### config.mk
export PLATFORM = sky130hd
export DESIGN_NAME = ttl_duration_parser
export DESIGN_NICKNAME = d
export VERILOG_FILES = /design/src/hdl/ttl_pkg.sv /design/src/hdl/ttl_step.sv /design/src/hdl/ttl_duration_parser.sv
export SDC_FILE = /design/constraint.sdc
export NUM_CORES = 2
export LEC_CHECK = 0
export BUFFER_PORTS_ARGS = -buffer_cell sky130_fd_sc_hd__clkbuf_2
export CAP_MARGIN = 25
export CORE_MARGIN = 3
export CORE_UTILIZATION = 60
export CTS_CLUSTER_DIAMETER = 30
export DETAILED_ROUTE_END_ITERATION = 16
export PLACE_DENSITY_LB_ADDON = 0.05
export SYNTH_ARGS = -nofsm -noshare
export SYNTH_HDL_FRONTEND = slang
export SYNTH_SLANG_ARGS = --single-unit
### constraint.sdc
create_clock -name clk -period 10.3 [get_ports clk]
set_input_delay 1.03 -clock clk [delete_from_list [all_inputs] [get_ports clk]]
set_output_delay 1.03 -clock clk [all_outputs]
set_load 0.02 [all_outputs]
### src/hdl/ttl_pkg.sv
// Shared types, codes and helpers for the TTL duration parser.
package ttl_pkg;

    localparam int unsigned SECS_W = 31;
    localparam int unsigned SCALE_W = 20;

    localparam logic [SECS_W-1:0] TTL_MAX = 31'h7FFF_FFFF;

    // Parse phases
    localparam logic [1:0] PH_INITIAL = 2'd0;
    localparam logic [1:0] PH_NUMBER  = 2'd1;
    localparam logic [1:0] PH_UNIT    = 2'd2;

    // Result / held status codes
    localparam logic [1:0] ST_OK     = 2'd0;
    localparam logic [1:0] ST_SYNTAX = 2'd1;
    localparam logic [1:0] ST_STOP   = 2'd2;

    // Unit codes, ordered from smallest to largest
    localparam logic [2:0] UNIT_NONE = 3'd0;
    localparam logic [2:0] UNIT_S    = 3'd1;
    localparam logic [2:0] UNIT_M    = 3'd2;
    localparam logic [2:0] UNIT_H    = 3'd3;
    localparam logic [2:0] UNIT_D    = 3'd4;
    localparam logic [2:0] UNIT_W    = 3'd5;

    localparam logic [7:0] CHAR_ZERO = 8'h30;
    localparam logic [7:0] CHAR_NINE = 8'h39;

    // Parser state carried from byte to byte
    typedef struct packed {
        logic [1:0]        phase;
        logic [1:0]        status;
        logic [SECS_W-1:0] number;
        logic [SECS_W-1:0] total;
        logic [2:0]        unit;
    } parse_state_t;

    localparam parse_state_t STATE_RESET = '{
        phase:  PH_INITIAL,
        status: ST_OK,
        number: '0,
        total:  '0,
        unit:   UNIT_NONE
    };

    // Unit letter to code, either case; zero when not a unit letter
    function automatic logic [2:0] unit_code_of(input logic [7:0] ch);
        logic [7:0] lower;
        lower = ch | 8'h20;
        unique case (lower)
            8'h73:   return UNIT_S;
            8'h6D:   return UNIT_M;
            8'h68:   return UNIT_H;
            8'h64:   return UNIT_D;
            8'h77:   return UNIT_W;
            default: return UNIT_NONE;
        endcase
    endfunction

    // Seconds per unit
    function automatic logic [SCALE_W-1:0] unit_scale(input logic [2:0] code);
        unique case (code)
            UNIT_S:  return 20'd1;
            UNIT_M:  return 20'd60;
            UNIT_H:  return 20'd3600;
            UNIT_D:  return 20'd86400;
            UNIT_W:  return 20'd604800;
            default: return 20'd0;
        endcase
    endfunction

    // Saturating add of two values that are each at most TTL_MAX
    function automatic logic [SECS_W-1:0] sat_add(input logic [SECS_W-1:0] a,
                                                  input logic [SECS_W-1:0] b);
        logic [SECS_W:0] sum;
        sum = {1'b0, a} + {1'b0, b};
        if (sum > {1'b0, TTL_MAX})
            return TTL_MAX;
        return sum[SECS_W-1:0];
    endfunction

endpackage

### src/hdl/ttl_step.sv
// Next-state logic of the TTL parser for one input byte.
module ttl_step (
    input  ttl_pkg::parse_state_t state,
    input  logic [7:0]            ttl_char,
    output ttl_pkg::parse_state_t state_next
);

    logic                                    is_digit;
    logic [3:0]                              digit_val;
    logic [ttl_pkg::SECS_W-1:0]              digit_ext;
    logic [2:0]                              code;
    logic [ttl_pkg::SECS_W+3:0]              times_ten;
    logic [ttl_pkg::SECS_W-1:0]              times_ten_sat;
    logic [ttl_pkg::SECS_W-1:0]              accum;
    logic [ttl_pkg::SECS_W+ttl_pkg::SCALE_W-1:0] scaled;
    logic [ttl_pkg::SECS_W-1:0]              scaled_sat;

    // Character classification
    assign is_digit  = (ttl_char >= ttl_pkg::CHAR_ZERO) && (ttl_char <= ttl_pkg::CHAR_NINE);
    assign digit_val = ttl_char[3:0];
    assign digit_ext = {{(ttl_pkg::SECS_W-4){1'b0}}, digit_val};
    assign code      = ttl_pkg::unit_code_of(ttl_char);

    // number * 10 + digit, saturating
    assign times_ten = ({4'b0, state.number} << 3) + ({4'b0, state.number} << 1);
    assign times_ten_sat = (times_ten > {4'b0, ttl_pkg::TTL_MAX}) ?
                           ttl_pkg::TTL_MAX : times_ten[ttl_pkg::SECS_W-1:0];
    assign accum = ttl_pkg::sat_add(times_ten_sat, digit_ext);

    // number * unit scale, saturating
    assign scaled = {{ttl_pkg::SCALE_W{1'b0}}, state.number} *
                    {{ttl_pkg::SECS_W{1'b0}}, ttl_pkg::unit_scale(code)};
    assign scaled_sat = (scaled > {{ttl_pkg::SCALE_W{1'b0}}, ttl_pkg::TTL_MAX}) ?
                        ttl_pkg::TTL_MAX : scaled[ttl_pkg::SECS_W-1:0];

    // Phase transitions; bytes after an error or stop leave the state alone
    always_comb
    begin
        state_next = state;
        if (state.status == ttl_pkg::ST_OK)
        begin
            unique case (state.phase)
                ttl_pkg::PH_INITIAL:
                begin
                    if (!is_digit)
                        state_next.status = ttl_pkg::ST_SYNTAX;
                    else
                    begin
                        state_next.number = digit_ext;
                        state_next.phase  = ttl_pkg::PH_NUMBER;
                    end
                end
                ttl_pkg::PH_NUMBER:
                begin
                    if (is_digit)
                        state_next.number = accum;
                    else if (code != ttl_pkg::UNIT_NONE)
                    begin
                        // units must strictly fall; any unit allowed first
                        if (state.unit != ttl_pkg::UNIT_NONE && code >= state.unit)
                            state_next.status = ttl_pkg::ST_SYNTAX;
                        else
                        begin
                            state_next.unit   = code;
                            state_next.number = scaled_sat;
                            state_next.phase  = ttl_pkg::PH_UNIT;
                        end
                    end
                    else
                        state_next.status = ttl_pkg::ST_STOP;
                end
                default:
                begin
                    // after a unit: only a digit, and never after seconds
                    if (!is_digit || state.unit == ttl_pkg::UNIT_S)
                        state_next.status = ttl_pkg::ST_SYNTAX;
                    else
                    begin
                        state_next.total  = ttl_pkg::sat_add(state.total, state.number);
                        state_next.number = digit_ext;
                        state_next.phase  = ttl_pkg::PH_NUMBER;
                    end
                end
            endcase
        end
    end

endmodule

### src/hdl/ttl_duration_parser.sv
// Top level of the TTL duration parser: input register, parse stage, result register.
// Throughput: one byte per cycle while out_ready does not hold the output back, with no gaps between texts.
// Result path: after its last byte is accepted, a text's result passes from the input register
// through the parse stage with the state update to the output register, which holds
// the final saturating sum.
// Reset: rst_n clears all valid flags and the parser state; no item is in flight after it.
module ttl_duration_parser (
    input  logic        clk,
    input  logic        rst_n,
    input  logic        in_valid,
    output logic        in_ready,
    input  logic [7:0]  ttl_char,
    input  logic        last_char,
    output logic        out_valid,
    input  logic        out_ready,
    output logic [1:0]  parse_status,
    output logic [30:0] ttl_seconds
);

    // Stage registers
    logic                       s1_valid_reg;
    logic [7:0]                 s1_char_reg;
    logic                       s1_last_reg;
    logic                       s2_valid_reg;
    logic [1:0]                 s2_status_reg;
    logic [ttl_pkg::SECS_W-1:0] s2_number_reg;
    logic [ttl_pkg::SECS_W-1:0] s2_total_reg;
    logic                       out_valid_reg;
    logic [1:0]                 out_status_reg;
    logic [ttl_pkg::SECS_W-1:0] out_secs_reg;

    ttl_pkg::parse_state_t      state_reg;
    ttl_pkg::parse_state_t      state_next;

    logic                       en1;
    logic                       en2;
    logic                       en3;
    logic                       s1_fire;
    logic [ttl_pkg::SECS_W-1:0] secs_next;

    // Stage enables: a stage loads when empty or when its content moves on
    assign en3     = !out_valid_reg || out_ready;
    assign en2     = !s2_valid_reg || en3;
    assign en1     = !s1_valid_reg || en2;
    assign s1_fire = s1_valid_reg && en2;
    assign in_ready = en1;

    ttl_step u_step (
        .state      (state_reg),
        .ttl_char   (s1_char_reg),
        .state_next (state_next)
    );

    // Final sum for the result register
    assign secs_next = (s2_status_reg == ttl_pkg::ST_OK) ?
                       ttl_pkg::sat_add(s2_total_reg, s2_number_reg) : '0;

    // Control state
    always_ff @(posedge clk or negedge rst_n)
    begin
        if (!rst_n)
        begin
            s1_valid_reg  <= 1'b0;
            s2_valid_reg  <= 1'b0;
            out_valid_reg <= 1'b0;
            state_reg     <= ttl_pkg::STATE_RESET;
        end
        else
        begin
            if (en1)
                s1_valid_reg <= in_valid;
            if (en2)
                s2_valid_reg <= s1_fire && s1_last_reg;
            if (en3)
                out_valid_reg <= s2_valid_reg;
            if (s1_fire)
            begin
                if (s1_last_reg)
                    state_reg <= ttl_pkg::STATE_RESET;
                else
                    state_reg <= state_next;
            end
        end
    end

    // Payload registers
    always_ff @(posedge clk)
    begin
        if (in_valid && en1)
        begin
            s1_char_reg <= ttl_char;
            s1_last_reg <= last_char;
        end
        if (s1_fire && s1_last_reg)
        begin
            s2_status_reg <= state_next.status;
            s2_number_reg <= state_next.number;
            s2_total_reg  <= state_next.total;
        end
        if (en3 && s2_valid_reg)
        begin
            out_status_reg <= s2_status_reg;
            out_secs_reg   <= secs_next;
        end
    end

    assign out_valid    = out_valid_reg;
    assign parse_status = out_status_reg;
    assign ttl_seconds  = out_secs_reg;

    // Assertions
    a_err_zero_secs: assert property (@(posedge clk) disable iff (!rst_n)
        out_valid_reg && (out_status_reg != ttl_pkg::ST_OK) |-> out_secs_reg == '0)
        else $error("nonzero seconds on an error result");

    a_state_clears: assert property (@(posedge clk) disable iff (!rst_n)
        s1_fire && s1_last_reg |=>
            state_reg.phase == ttl_pkg::PH_INITIAL && state_reg.status == ttl_pkg::ST_OK
            && state_reg.unit == ttl_pkg::UNIT_NONE)
        else $error("parser state not cleared after last byte");

    a_error_held: assert property (@(posedge clk) disable iff (!rst_n)
        (state_reg.status != ttl_pkg::ST_OK) && s1_fire && !s1_last_reg |=>
            $stable(state_reg))
        else $error("state changed after error or stop");

    a_empty_ready: assert property (@(posedge clk) disable iff (!rst_n)
        !s1_valid_reg |-> in_ready)
        else $error("input not ready with empty input register");

endmodule
==> impl_metrics.toml <==
[outcome]
status = "complete, no violations"

[critical_path]
cp.required_ns = 10.46
path_buf_inv = 7
path_common_cell = "fa_1"
slowest_stage = "fa_1"
reg2reg_depth = 33
critPathCaptureType = "flip-flop"
crit_path_max_fanout = 20
r2r_slack_ns = 0.34
critical-path-top-delay-family = "adder cells"
worstSetupPathType = "flip-flop to flip-flop"
cp.arrival_ns = 10.12
critPathLaunchType = "flip-flop"
slowest_delay_ns = 0.57
worst-path-stages = 33

[clock_network]
cts_sinks = 178
cts.htree.levels = 4
cts_hold_buf = 0
cts_tree = "built"
insertion_delay_ns = 0.44
path_clk_slew_ns = 0.07
clk_path_buf_depth = 2
cts_buffers = 17
cts_root_buffer = "clkbuf_16"

[sta]
slew_viol_final = 0
worst_slew_pin_slew_ns = 0.9625
clock.fmax_mhz = 100.4
fin_setup_tns_ns = 0
finalCriticalPeriod_ns = 9.959
finalSetupViolations = 0
rsz0062_at_grt = "false"
skew_ns = 0.01339
relSlewSlack = 0.3570
hold_viol = 0
min_period_over_period = 0.9669

[synthesis]
synth_seq_cells = 178
yosysSeqAreaShare = 0.1672
synth_top_family_by_area = "adder cells"
netlist_area_um2 = 29810
synth_nets = 4095
synth-edff-count = 106
synth_area_leaders = "fa_1 (25%), ha_1 (15%), edfxtp_1 (11%), inv_1 (6.9%), dfrtp_1 (6.0%)"
synth-compound-area-share = 0.1653
synthXorXnorAreaFrac = 0.03115
async_reset_ff_frac = 0.4045
synth_top_area_frac = 0.2492
syn_inst = 3352
synth_warnings = 0
yosys-top-cells-count = "inv_1 (551), fa_1 (371), ha_1 (359)"
synth_most_common_cell = "inv_1"
avgSynthCellArea_um2 = 8.892
synthAdderAreaFrac = 0.3999
synthMuxAreaShare = 0.004449
yosysUniqueCellTypes = 93
synthSimpleGateAreaFrac = 0.1449
synth.largest_area_cell = "fa_1"
ys.flop_type = "edfxtp_1"

[die]
die_x_um = 228.9
dieHeight_um = 228.9
core_area_um2 = 49050
io_pins = 48
rows = 81
initial_core_util = 0.6077
die_area_um2 = 52390

[cells_and_area]
final_nets = 4094
final_cells = 4030
largest_reg_flops = 69
synthToLayoutAreaGrowth_pct = 6.234
drive_above_1_share = 0.06421
fin_area_um2 = 31670
nFillCells = 4190

[placed_design]
post_dp_cell_area_um2 = 30890
portBuffers = 47
hpwl_um = 76130
gp_congestion = 1.065
placed_cells = 3994

[power_and_ir_drop]
p_total_mw = 2.105
power-per-cell-area_nw_per_um2 = 66.46
vdd_ir_drop_max_mv = 0.08255
cellLeakagePower_nw = 16.41

[route]
wl_um = 90530
vias_per_cell = 6.170
wire_per_inst_um = 22.46
vias = 24870
dr.pass1.iters = 8
drc = 0
drt_iter0_markers = 2259
ant_nets = 0

[global_route]
grt_pass1_wl_um = 144700
grt_pass1_vias = 25970
grt_usage = 0.3533
antenna_found_initial = 1
grt_overflow = 0
grt_max_degree = 65

[job]
maxCapViolCount = 0

[worst_hold_path]
holdCritPathClass = "primary input to async pin"
[path summary, 6_finish.rpt]
| path | start | endpoint |
|---|---|---|
| min reg2reg | s2_valid_reg$_DFFE_PN0P_ | out_valid$_DFFE_PN0P_ |
| max reg2reg | s1_char_reg[0]$_DFFE_PP_ | s2_number_reg[1]$_DFFE_PP_ |
| max | s1_char_reg[0]$_DFFE_PP_ | s2_number_reg[1]$_DFFE_PP_ |
| max in group asynchronous | rst_n | state_reg[56]$_DFFE_PN0P_ |
| min in group clk | s2_valid_reg$_DFFE_PN0P_ | out_valid$_DFFE_PN0P_ |
| min | rst_n | state_reg[2]$_DFFE_PN0P_ |
[cell type report]
type / instances / area [um^2] / area share
Timing Repair Buffer: 117 / 814.5 / 0.02572
Inverter: 551 / 2068 / 0.06532
Clock buffer: 20 / 456.7 / 0.01442
Tap cell: 664 / 830.8 / 0.02624
Antenna cell: 2 / 5.005 / 0.0001581
Multi-Input combinational cell: 2486 / 22340 / 0.7054
Sequential cell: 178 / 4985 / 0.1574
Clock inverter: 12 / 170.2 / 0.005374
[cells in the final DEF, fill, tap and decap left out, types with 26 or more instances in the layout]
cell        n
o21a_1     32
a21oi_1   253
clkbuf_2   46
nor2_1    159
edfxtp_1  106
xor2_1     39
inv_1     550
nand3_1    47
and2_1    148
nand2_1   302
buf_4      64
fa_1      371
o211ai_1   26
nand2b_1   29
nand4_1    31
a21o_1     64
xnor2_1    67
o21ai_0   138
nor3_1     37
dfrtp_1    72
ha_1      355
[power by group]
part	total (mW)	internal (mW)	switching (mW)
sequential	0.868	0.811	0.0567
clock	0.692	0.400	0.292
combinational	0.544	0.176	0.368
[logic make-up after synthesis]
family	Yosys count
buffers and inverters	688
adders and majority gates	730
muxes	13
DFF	178
AOI/OAI and AO/OA	765
and+or+nand+nor	872
xor gates and xnor gates	106
[per-layer routing]
layer | vias to the layer above | wire length [um] | track usage | part of all wire
li1 | 11310 | - | - | -
met1 | 12240 | 35690 | 0.4510 | 0.39
met2 | 1080 | 43430 | 0.5977 | 0.48
met3 | 244 | 7353 | 0.06493 | 0.081
met4 | 0 | 4049 | 0.1408 | 0.045
met5 | - | 0 | 0 | 0
[repair_timing]
action / 4_1_cts / 5_1_grt
pin swaps: 0 / 7
setup endpoints to repair: 7 / 61
gates resized for setup: 6 / 22
buffers inserted: 0 / 1
[through the flow]
step	setup slack (ns)	utilization	hold slack, ns
6_report	0.3408	0.6455	0.4219
5_1_grt	0.01177	0.6454	0.4195
4_1_cts	0.01208	0.6429	0.4138
3_5_place_dp	-0.02530	0.6297	0.5143
3_3_place_gp	0.05617	0.6297	0.4827
2_1_floorplan	0.5237	-	0.4422
Note: power is estimated with default switching activity, not from simulation.
